===== config.mk =====
export PLATFORM = sky130hd
export DESIGN_NAME = multitap_keypad_text_entry_top
export DESIGN_NICKNAME = d
export VERILOG_FILES = /design/src/rtl/core/mkte_pkg.sv /design/src/rtl/core/multitap_keypad_text_entry_top.sv /design/src/rtl/core/mkte_text_mem.sv /design/src/rtl/core/mkte_keymap.sv
export SDC_FILE = /design/constraint.sdc
export NUM_CORES = 2
export LEC_CHECK = 0
export ABC_AREA = 1
export BUFFER_PORTS_ARGS = -buffer_cell sky130_fd_sc_hd__buf_2
export CORE_MARGIN = 5
export CORE_UTILIZATION = 57
export DETAILED_ROUTE_END_ITERATION = 16
export HOLD_SLACK_MARGIN = 0.12
export PLACE_DENSITY = 0.74
export SYNTH_ARGS = -nofsm -noshare
export SYNTH_HDL_FRONTEND = slang
export SYNTH_SLANG_ARGS = --single-unit
export TNS_END_PERCENT = 30

===== constraint.sdc =====
create_clock -name clk -period 7.95 [get_ports clk]
set_clock_uncertainty 0.05 [all_clocks]
set_input_delay 0.3975 -clock clk [delete_from_list [all_inputs] [get_ports clk]]
set_output_delay 0.3975 -clock clk [all_outputs]
set_load 0.01 [all_outputs]

===== src/rtl/core/mkte_pkg.sv =====
// shared key codes, event codes, character constants and keypad tables
package mkte_pkg;

    localparam logic [3:0] KEY_SPACE     = 4'd1;
    localparam logic [3:0] KEY_LETTER_LO = 4'd2;
    localparam logic [3:0] KEY_LETTER_HI = 4'd9;
    localparam logic [3:0] KEY_DEL       = 4'd10;
    localparam logic [3:0] KEY_CASE      = 4'd11;
    localparam logic [3:0] KEY_OK        = 4'd12;

    localparam logic [2:0] EV_NONE      = 3'd0;
    localparam logic [2:0] EV_PENDING   = 3'd1;
    localparam logic [2:0] EV_APPENDED  = 3'd2;
    localparam logic [2:0] EV_DELETED   = 3'd3;
    localparam logic [2:0] EV_COMMITTED = 3'd4;
    localparam logic [2:0] EV_EXIT      = 3'd5;

    localparam logic [7:0] CHAR_SPACE   = 8'h20;
    localparam logic [7:0] CHAR_LOWER_A = 8'h61;
    localparam logic [7:0] CHAR_LOWER_Z = 8'h7a;
    localparam logic [7:0] CHAR_UPPER_A = 8'h41;
    localparam logic [7:0] CHAR_UPPER_Z = 8'h5a;

    // number of letter keys and width of a tap counter
    localparam int          LETTER_KEYS = 8;
    localparam int          TAP_W       = 2;

    typedef struct packed {
        logic step;   // advance the tap counter of the current key
        logic clear;  // clear every tap counter
    } keymap_ctrl_t;

    // offset of a letter key's first letter from 'a'
    function automatic logic [7:0] key_offset(input logic [3:0] key);
        logic [7:0] off;
        begin
            case (key)
                4'd2:    off = 8'd0;
                4'd3:    off = 8'd3;
                4'd4:    off = 8'd6;
                4'd5:    off = 8'd9;
                4'd6:    off = 8'd12;
                4'd7:    off = 8'd15;
                4'd8:    off = 8'd19;
                4'd9:    off = 8'd22;
                default: off = 8'd0;
            endcase
            return off;
        end
    endfunction

    // keys that carry four letters (pqrs, wxyz)
    function automatic logic key_has_four(input logic [3:0] key);
        return (key == 4'd7) || (key == 4'd9);
    endfunction

endpackage


===== src/rtl/core/multitap_keypad_text_entry_top.sv =====
// multi-tap keypad text entry: control sequencer around the text store
//
// channels: key_code arrives on in_valid/in_ready, one result per request
// leaves on out_valid/out_ready (event_code, pending_char, text_length,
// upper_case_on). target_slot is written on cfg_valid/cfg_ready, which is
// always ready; values at or above SLOT_COUNT edit the last slot.
//
// each request walks the edited slot one byte per cycle through the text
// store's read port to find the text length, then applies the key with at
// most one write back, which waits while the output register is full.
// in_ready is high only between requests.
//
// after reset the store is swept to zero, every byte of every slot, with
// in_ready low; configuration writes are taken. a result waits in the
// output register while out_ready is low; the next request can be
// accepted and scanned, and its update is held until the output register
// frees up.
module multitap_keypad_text_entry_top #(
    parameter int TEXT_LEN   = 10,
    parameter int SLOT_COUNT = 16
) (
    input  logic       clk,
    input  logic       rst_n,
    input  logic       cfg_valid,
    output logic       cfg_ready,
    input  logic [3:0] target_slot,
    input  logic       in_valid,
    output logic       in_ready,
    input  logic [3:0] key_code,
    output logic       out_valid,
    input  logic       out_ready,
    output logic [2:0] event_code,
    output logic [7:0] pending_char,
    output logic [3:0] text_length,
    output logic       upper_case_on
);

    localparam int DEPTH  = SLOT_COUNT * TEXT_LEN;
    localparam int ADDR_W = (DEPTH > 1) ? $clog2(DEPTH) : 1;
    localparam int SLOT_W = (SLOT_COUNT > 1) ? $clog2(SLOT_COUNT) : 1;
    localparam int POS_W  = $clog2(TEXT_LEN + 1);

    typedef enum logic [3:0] {
        S_CLEAR = 4'b0001,
        S_IDLE  = 4'b0010,
        S_SCAN  = 4'b0100,
        S_ACT   = 4'b1000
    } state_t;

    state_t              state_reg, state_next;
    logic [3:0]          slot_cfg_reg;
    logic [ADDR_W-1:0]   clr_addr_reg, clr_addr_next;
    logic [3:0]          key_reg, key_next;
    logic [ADDR_W-1:0]   base_reg, base_next;
    logic [POS_W-1:0]    chk_pos_reg, chk_pos_next;
    logic [POS_W-1:0]    len_reg, len_next;
    logic [7:0]          pend_reg, pend_next;
    logic                cap_reg, cap_next;
    logic                armed_reg, armed_next;
    logic                out_valid_reg, out_valid_next;
    logic [2:0]          ev_reg, ev_next;
    logic [3:0]          olen_reg, olen_next;

    logic                mem_wr_en;
    logic [ADDR_W-1:0]   mem_wr_addr;
    logic [7:0]          mem_wr_data;
    logic                mem_rd_en;
    logic [ADDR_W-1:0]   mem_rd_addr;
    logic [7:0]          mem_rd_data;

    logic [SLOT_W-1:0]   slot_sel;
    logic [ADDR_W-1:0]   slot_base;
    logic [POS_W-1:0]    new_len;
    logic [POS_W-1:0]    chk_pos_inc;
    logic                is_letter;
    logic                out_free;
    logic [7:0]          letter;
    mkte_pkg::keymap_ctrl_t km_ctrl;

    assign slot_sel  = (32'(slot_cfg_reg) >= SLOT_COUNT) ? SLOT_W'(SLOT_COUNT - 1)
                                                        : SLOT_W'(slot_cfg_reg);
    assign slot_base = ADDR_W'(32'(slot_sel) * TEXT_LEN);
    assign chk_pos_inc = chk_pos_reg + POS_W'(1);
    assign is_letter = (key_reg >= mkte_pkg::KEY_LETTER_LO)
                    && (key_reg <= mkte_pkg::KEY_LETTER_HI);
    assign out_free  = !out_valid_reg || out_ready;

    mkte_text_mem #(
        .DEPTH  (DEPTH),
        .ADDR_W (ADDR_W)
    ) u_text_mem (
        .clk     (clk),
        .wr_en   (mem_wr_en),
        .wr_addr (mem_wr_addr),
        .wr_data (mem_wr_data),
        .rd_en   (mem_rd_en),
        .rd_addr (mem_rd_addr),
        .rd_data (mem_rd_data)
    );

    mkte_keymap u_keymap (
        .clk     (clk),
        .rst_n   (rst_n),
        .key     (key_reg),
        .capital (cap_reg),
        .ctrl    (km_ctrl),
        .letter  (letter)
    );

    always_comb
    begin
        state_next     = state_reg;
        clr_addr_next  = clr_addr_reg;
        key_next       = key_reg;
        base_next      = base_reg;
        chk_pos_next   = chk_pos_reg;
        len_next       = len_reg;
        pend_next      = pend_reg;
        cap_next       = cap_reg;
        armed_next     = armed_reg;
        ev_next        = ev_reg;
        olen_next      = olen_reg;
        out_valid_next = out_valid_reg && !out_ready;
        new_len        = len_reg;
        mem_wr_en      = 1'b0;
        mem_wr_addr    = clr_addr_reg;
        mem_wr_data    = 8'd0;
        mem_rd_en      = 1'b0;
        mem_rd_addr    = slot_base;
        km_ctrl        = '0;

        case (state_reg)
            S_CLEAR:
            begin
                mem_wr_en     = 1'b1;
                clr_addr_next = clr_addr_reg + ADDR_W'(1);
                if (clr_addr_reg == ADDR_W'(DEPTH - 1))
                begin
                    state_next = S_IDLE;
                end
            end
            S_IDLE:
            begin
                if (in_valid)
                begin
                    key_next     = key_code;
                    base_next    = slot_base;
                    chk_pos_next = '0;
                    mem_rd_en    = 1'b1;
                    mem_rd_addr  = slot_base;
                    state_next   = S_SCAN;
                end
            end
            S_SCAN:
            begin
                // read data is for chk_pos; the next read is issued if the scan goes on
                if (mem_rd_data == 8'd0)
                begin
                    len_next   = chk_pos_reg;
                    state_next = S_ACT;
                end
                else if (chk_pos_reg == POS_W'(TEXT_LEN - 1))
                begin
                    len_next   = POS_W'(TEXT_LEN);
                    state_next = S_ACT;
                end
                else
                begin
                    chk_pos_next = chk_pos_inc;
                    mem_rd_en    = 1'b1;
                    mem_rd_addr  = base_reg + ADDR_W'(chk_pos_inc);
                end
            end
            S_ACT:
            begin
                if (out_free)
                begin
                    ev_next = mkte_pkg::EV_NONE;
                    if (key_reg == mkte_pkg::KEY_SPACE)
                    begin
                        pend_next  = mkte_pkg::CHAR_SPACE;
                        armed_next = 1'b0;
                        ev_next    = mkte_pkg::EV_PENDING;
                    end
                    else if (is_letter)
                    begin
                        pend_next    = letter;
                        km_ctrl.step = 1'b1;
                        armed_next   = 1'b0;
                        ev_next      = mkte_pkg::EV_PENDING;
                    end
                    else if (key_reg == mkte_pkg::KEY_CASE)
                    begin
                        cap_next = !cap_reg;
                    end
                    else if (key_reg == mkte_pkg::KEY_DEL)
                    begin
                        if (len_reg == '0)
                        begin
                            ev_next = mkte_pkg::EV_EXIT;
                        end
                        else
                        begin
                            mem_wr_en   = 1'b1;
                            mem_wr_addr = base_reg + ADDR_W'(len_reg) - ADDR_W'(1);
                            mem_wr_data = 8'd0;
                            new_len     = len_reg - POS_W'(1);
                            ev_next     = mkte_pkg::EV_DELETED;
                        end
                    end
                    else if (key_reg == mkte_pkg::KEY_OK)
                    begin
                        if (armed_reg)
                        begin
                            armed_next = 1'b0;
                            ev_next    = mkte_pkg::EV_COMMITTED;
                        end
                        else
                        begin
                            // a full text takes nothing; a zero byte leaves the length as is
                            if (len_reg < POS_W'(TEXT_LEN))
                            begin
                                mem_wr_en   = 1'b1;
                                mem_wr_addr = base_reg + ADDR_W'(len_reg);
                                mem_wr_data = pend_reg;
                                if (pend_reg != 8'd0)
                                begin
                                    new_len = len_reg + POS_W'(1);
                                end
                            end
                            km_ctrl.clear = 1'b1;
                            armed_next    = 1'b1;
                            ev_next       = mkte_pkg::EV_APPENDED;
                        end
                    end
                    olen_next      = (32'(new_len) > 15) ? 4'd15 : 4'(new_len);
                    out_valid_next = 1'b1;
                    state_next     = S_IDLE;
                end
            end
            default:
            begin
                state_next = S_IDLE;
            end
        endcase
    end

    always_ff @(posedge clk or negedge rst_n)
    begin
        if (!rst_n)
        begin
            state_reg     <= S_CLEAR;
            clr_addr_reg  <= '0;
            slot_cfg_reg  <= 4'd0;
            pend_reg      <= 8'd0;
            cap_reg       <= 1'b0;
            armed_reg     <= 1'b0;
            out_valid_reg <= 1'b0;
        end
        else
        begin
            state_reg     <= state_next;
            clr_addr_reg  <= clr_addr_next;
            pend_reg      <= pend_next;
            cap_reg       <= cap_next;
            armed_reg     <= armed_next;
            out_valid_reg <= out_valid_next;
            if (cfg_valid)
            begin
                slot_cfg_reg <= target_slot;
            end
        end
    end

    always_ff @(posedge clk)
    begin
        key_reg     <= key_next;
        base_reg    <= base_next;
        chk_pos_reg <= chk_pos_next;
        len_reg     <= len_next;
        ev_reg      <= ev_next;
        olen_reg    <= olen_next;
    end

    assign cfg_ready     = 1'b1;
    assign in_ready      = (state_reg == S_IDLE);
    assign out_valid     = out_valid_reg;
    assign event_code    = ev_reg;
    assign pending_char  = pend_reg;
    assign text_length   = olen_reg;
    assign upper_case_on = cap_reg;

endmodule


===== src/rtl/core/mkte_text_mem.sv =====
// single-port-write, single-port-read text store with registered read data
module mkte_text_mem #(
    parameter int DEPTH  = 160,
    parameter int ADDR_W = 8
) (
    input  logic              clk,
    input  logic              wr_en,
    input  logic [ADDR_W-1:0] wr_addr,
    input  logic [7:0]        wr_data,
    input  logic              rd_en,
    input  logic [ADDR_W-1:0] rd_addr,
    output logic [7:0]        rd_data
);

    logic [7:0] mem [DEPTH];
    logic [7:0] rd_data_reg;

    always_ff @(posedge clk)
    begin
        if (wr_en)
        begin
            mem[wr_addr] <= wr_data;
        end
    end

    always_ff @(posedge clk)
    begin
        if (rd_en)
        begin
            rd_data_reg <= mem[rd_addr];
        end
    end

    assign rd_data = rd_data_reg;

endmodule


===== src/rtl/core/mkte_keymap.sv =====
// per-key tap counters and letter selection for keys 2 to 9
module mkte_keymap (
    input  logic                 clk,
    input  logic                 rst_n,
    input  logic [3:0]           key,
    input  logic                 capital,
    input  mkte_pkg::keymap_ctrl_t ctrl,
    output logic [7:0]           letter
);

    logic [mkte_pkg::TAP_W-1:0] tap_reg  [mkte_pkg::LETTER_KEYS];
    logic [mkte_pkg::TAP_W-1:0] tap_next [mkte_pkg::LETTER_KEYS];
    logic [2:0]                 idx;
    logic [3:0]                 key_rel;
    logic                       four;
    logic [mkte_pkg::TAP_W-1:0] cnt;
    logic [mkte_pkg::TAP_W-1:0] cnt_mod;
    logic [mkte_pkg::TAP_W-1:0] cnt_inc;
    logic [7:0]                 first;

    assign key_rel = key - mkte_pkg::KEY_LETTER_LO;
    assign idx     = key_rel[2:0];
    assign four    = mkte_pkg::key_has_four(key);
    assign cnt     = tap_reg[idx];

    // a three-letter key folds a stray count of three back to zero
    assign cnt_mod = (!four && cnt == 2'd3) ? 2'd0 : cnt;
    assign cnt_inc = (!four && cnt_mod == 2'd2) ? 2'd0 : cnt_mod + 2'd1;

    assign first  = capital ? mkte_pkg::CHAR_UPPER_A : mkte_pkg::CHAR_LOWER_A;
    assign letter = first + mkte_pkg::key_offset(key) + 8'(cnt_mod);

    always_comb
    begin
        for (int i = 0; i < mkte_pkg::LETTER_KEYS; i++)
        begin
            tap_next[i] = tap_reg[i];
        end
        if (ctrl.clear)
        begin
            for (int i = 0; i < mkte_pkg::LETTER_KEYS; i++)
            begin
                tap_next[i] = '0;
            end
        end
        else if (ctrl.step)
        begin
            tap_next[idx] = cnt_inc;
        end
    end

    always_ff @(posedge clk or negedge rst_n)
    begin
        if (!rst_n)
        begin
            for (int i = 0; i < mkte_pkg::LETTER_KEYS; i++)
            begin
                tap_reg[i] <= '0;
            end
        end
        else
        begin
            for (int i = 0; i < mkte_pkg::LETTER_KEYS; i++)
            begin
                tap_reg[i] <= tap_next[i];
            end
        end
    end

endmodule


==> reports/results.md <==
| Step | Quantity | This run |
|---|---|---|
| synthesis | Compound-gate portion of the synthesized area | 0.0567 |
| worst setup path | CP Buf/Inv Count | 4 |
| worst setup path | Largest delay share family, worst path | simple AND/OR/NAND/NOR gates |
| layout | Most common cell after layout, fill and taps aside | sky130_fd_sc_hd__nand2_1 |
| grt | Antenna violations before repair | 2 |
| synthesis | Syn Inst Count | 5780 |
| sta | Final Hold Violating Endpoints | 0 |
| power and ir drop | Internal power contribution | 12500 uW |
| clocking | Number of sinks driven by the clock tree | 1362 |
| die | Row count | 119 |
| synthesis | Multiplexer share of the synthesized area | 0.000373 |
| grt | Pin count of the biggest net entering global routing | 231 |
| worst setup path | Critical-path cell list | inv_1 -> nand2_1 -> nor2_4 -> nand3_2 -> inv_1 -> or2_2 -> nand2_4 -> inv_2 -> buf_4 -> nand3_1 -> nand3_1 -> nand3_1 -> nand3_1 -> nand2_1 -> nand2_1 -> nand2_1 |
| worst setup path | Start-to-end type of the worst setup path | reg2reg |
| synthesis | Primary FF master, synth | sky130_fd_sc_hd__edfxtp_1 |
| layout | Fraction of the core area covered by cells at the end of the flow | 0.627 |
| worst setup path | Endpoint of the lowest-slack register-to-register path | u_text_mem.rd_data[2] |
| layout | # nets final | 5724 |
| detailed routing | Detailed-router iteration count before antenna repair | 8 |
| die | Core area | 0.105 mm2 |
| clocking | Buffers inserted during post-CTS setup optimization | 0 |
| placement | Final GP Congestion | 0.893 |
| run | Max_cap viols | 0 |
| power and ir drop | Switching power | 6280 uW |
| power and ir drop | Overall Power | 18800 uW |
| synthesis | Simple-gate share of the synthesized area | 0.200 |
| clocking | Clock transition at the registers of the reported paths | 0.06 ns |
| worst setup path | Crit Path Max Fanout | 47 |
| detailed routing | Iteration-0 DRC count of the detailed router | 6508 |
| sta | RSZ-0062 raised after global routing | no |
| die | Floorplan die height | 335 um |
| clocking | Clock latency on the worst-skew pair | 0.74 ns |
| synthesis | Synthesized net count | 5823 |
| detailed routing | Detail-routed net length per standard cell | 22.2 um |
| synthesis | Avg Cell Area, Syn | 10.4 um2 |
| die | Die ar. | 0.113 mm2 |
| layout | Count of non-filler cells in the finished layout | 7181 |
| die | Starting density of the core | 0.574 |
| detailed routing | # DRC | 0 |
| worst setup path | Worst setup EP type | flip-flop |
| clocking | Max Buffers Root-to-Sink | 3 |
| power and ir drop | Power share of the sequential group | 0.425 |
| power and ir drop | Leak | 0.0266 uW |
| sta | Peak Freq | 0.187 GHz |
| grt | Wire length of the first global-routing pass | 241000 um |
| sta | Final hold slack | 0.293 ns |
| synthesis | Adder-cell area share of the yosys netlist | 0.00671 |
| detailed routing | Count of antenna-violating nets left after detailed routing | 0 |
| detailed routing | Mean number of vias per cell | 5.89 |
| worst setup path | Arrival time of data at the critical path endpoint | 5.79 ns |
| worst setup path | Reg-to-reg slack, setup | 2.61 ns |
| sta | Transition at the pin with the smallest max-transition slack | 1.35 ns |
| sta | Final setup viols | 0 |
| detailed routing | Total via count after detailed routing | 42320 |
| worst setup path | Critical path's slowest cell | sky130_fd_sc_hd__inv_2 |
| sta | Number of max-slew violations in the final report | 0 |
| clocking | Cell at the root of the clock tree | sky130_fd_sc_hd__clkbuf_16 |
| power and ir drop | Pwr/cell area | 285 mW/mm2 |
| sta | Period utilisation layout | 0.671 |
| worst setup path | Reg2Reg Depth | 16 |
| synthesis | Combinational family with the most area after synthesis | simple AND/OR/NAND/NOR gates |
| grt | Total global routing track utilization | 0.279 |
| synthesis | Post-synthesis async set-or-reset flop share | 0.0316 |
| grt | Remaining global-route overflow | 0 |
| status | Run status | finished clean |
| layout | Max reg flops | 1280 |
| synthesis | Synth Area in XOR/XNOR | 0.00348 |
| placement | IO buf count | 30 |
| placement | Cell Count Post-Placement | 6911 |
| synthesis | Post-synthesis sequential area ratio | 0.673 |
| layout | Layout-stage area growth over the synthesis result | 9.31% |
| synthesis | Post-synthesis sequential element count | 1362 |
| sta | Slew Limit Headroom | 0.0952 |
| hold path | Class of the most critical hold timing path | in2async |
| power and ir drop | Maximum vdd ir drop | 0.000343 V |
| grt | Number of global-route vias before repair | 40140 |
| sta | Crit path time final | 5.34 ns |
| synthesis | Area of the mapped netlist | 0.0604 mm2 |
| sta | Summed negative setup slack over all endpoints | 0 ns |
| detailed routing | Final Routed Wirelength | 160000 um |
| die | Top-level I/O count | 32 |
| worst setup path | Worst R2R Start | state_reg[3] |
| placement | Hpwl dp | 87700 um |
| synthesis | Yosys warning total | 0 |
| power and ir drop | Fraction of power consumed by combinational cells | 0.244 |
| synthesis | EDFF count, synth | 1314 |
| synthesis | Count of cell types in the netlist | 58 |
| worst setup path | Required time worst endpoint | 8.40 ns |
| clocking | CTS tree | done |
| die | Floorplan die width | 335 um |
| clocking | Maximum level of the CTS H-tree | 4 |
| worst setup path | Delay of the slowest critical-path stage | 0.84 ns |
| clocking | CTS buffer count | 139 |
| power and ir drop | Sw Ratio | 0.334 |
| layout | Layout cells sized above 1 | 0.0688 |
| worst setup path | Startpoint type of the worst setup path | flip-flop |
| power and ir drop | Portion of total power attributed to the clock network | 0.331 |
| layout | Commonest cells after routing, fill and taps aside | 1973 x sky130_fd_sc_hd__nand2_1, 1314 x sky130_fd_sc_hd__edfxtp_1, 533 x sky130_fd_sc_hd__inv_1 |
power groups by stage:
stage,combinational [uW],clock (uW),sequential [uW]
final,4580,6220,7990
after global placement,4420,0,8140
after CTS,4470,6270,7990
after detailed placement,4450,0,8140
after global routing,4900,6580,8000
after floorplan,2950,0,8130
cell type report:
class                   count  area (um2)
clock inverters            71         488
fillers                  8106       39300
diodes                      1        2.50
clock buffers             178        3800
well taps                1391        1740
inverters                 551        2070
flip-flops and latches   1362       40600
multi-input cells        3514       16300
repair buffers            113         973
stage by stage:
stage          instance area (um2)  worst slack (ns)
6_report                     66000              2.61
5_1_grt                      66000              2.47
4_1_cts                      66000              2.79
3_5_place_dp                 61500              2.83
3_3_place_gp                 61500              2.80
2_1_floorplan                60400            -0.861
cell families (layout without fill, tap and decap cells):
logic type	Yosys count	count (layout)
AO/OA/AOI/OAI	634	634
AND/OR/NAND/NOR	2823	2823
flip-flops	1362	1362
multiplexers	2	2
adder cells (fa/ha/maj)	30	30
buffers and inverters	904	913
XOR/XNOR	24	24
other	1	2
Yosys cell counts, types with 4 or more instances:
master	count	area, um2
sky130_fd_sc_hd__a21oi_1	10	50.1
sky130_fd_sc_hd__a31oi_1	4	25.0
sky130_fd_sc_hd__buf_1	27	101
sky130_fd_sc_hd__buf_2	104	521
sky130_fd_sc_hd__buf_4	4	30.0
sky130_fd_sc_hd__buf_6	8	90.1
sky130_fd_sc_hd__clkbuf_1	210	788
sky130_fd_sc_hd__dfrtp_1	42	1050
sky130_fd_sc_hd__dfxtp_1	5	100
sky130_fd_sc_hd__edfxtp_1	1314	39500
sky130_fd_sc_hd__fa_1	4	80.1
sky130_fd_sc_hd__ha_1	26	325
sky130_fd_sc_hd__inv_1	534	2000
sky130_fd_sc_hd__inv_2	15	56.3
sky130_fd_sc_hd__nand2_1	1977	7420
sky130_fd_sc_hd__nand2_2	12	75.1
sky130_fd_sc_hd__nand2_4	5	56.3
sky130_fd_sc_hd__nand3_1	293	1470
sky130_fd_sc_hd__nand3_2	4	40.0
sky130_fd_sc_hd__nand4_1	218	1360
sky130_fd_sc_hd__nor2_1	145	544
sky130_fd_sc_hd__nor2_2	7	43.8
sky130_fd_sc_hd__nor2_4	6	67.6
sky130_fd_sc_hd__nor3_1	112	561
sky130_fd_sc_hd__nor3_2	29	290
sky130_fd_sc_hd__o211ai_1	15	113
sky130_fd_sc_hd__o21ai_0	530	2650
sky130_fd_sc_hd__o21ai_1	11	55.1
sky130_fd_sc_hd__o21ai_2	4	35.0
sky130_fd_sc_hd__o221ai_1	22	193
sky130_fd_sc_hd__o22ai_1	18	113
sky130_fd_sc_hd__or2_2	4	25.0
sky130_fd_sc_hd__xnor2_1	7	61.3
sky130_fd_sc_hd__xor2_1	17	149
how the worst max path moves through the flow:
stage                 startpoint                     to  slack, ns  cells after the start
global placement    state_reg[3]  u_text_mem.rd_data[2]       2.80                     16
finish              state_reg[3]  u_text_mem.rd_data[2]       2.61                     16
CTS                 state_reg[3]  u_text_mem.rd_data[2]       2.79                     16
detailed placement  state_reg[3]  u_text_mem.rd_data[2]       2.83                     16
global route        state_reg[3]  u_text_mem.rd_data[2]       2.47                     16
floorplan             key_reg[1]   u_text_mem.mem[0][0]      -0.86                      8
layer usage:
metal | track usage | vias to the layer above | routed length (um)
met5 | 0 | - | 12
met4 | 0.101 | 2 | 5940
met3 | 0.0627 | 346 | 18600
met2 | 0.437 | 2536 | 73500
met1 | 0.389 | 20013 | 61500
li1 | - | 19423 | -
what timing repair did:
action | in CTS | in global routing
endpoints found under the hold margin | 58 | 0
setup endpoints to repair | 0 | 0
hold buffers | 17 | 0
resized for setup | 0 | 0
Note: power is estimated with default switching activity, not from simulation.
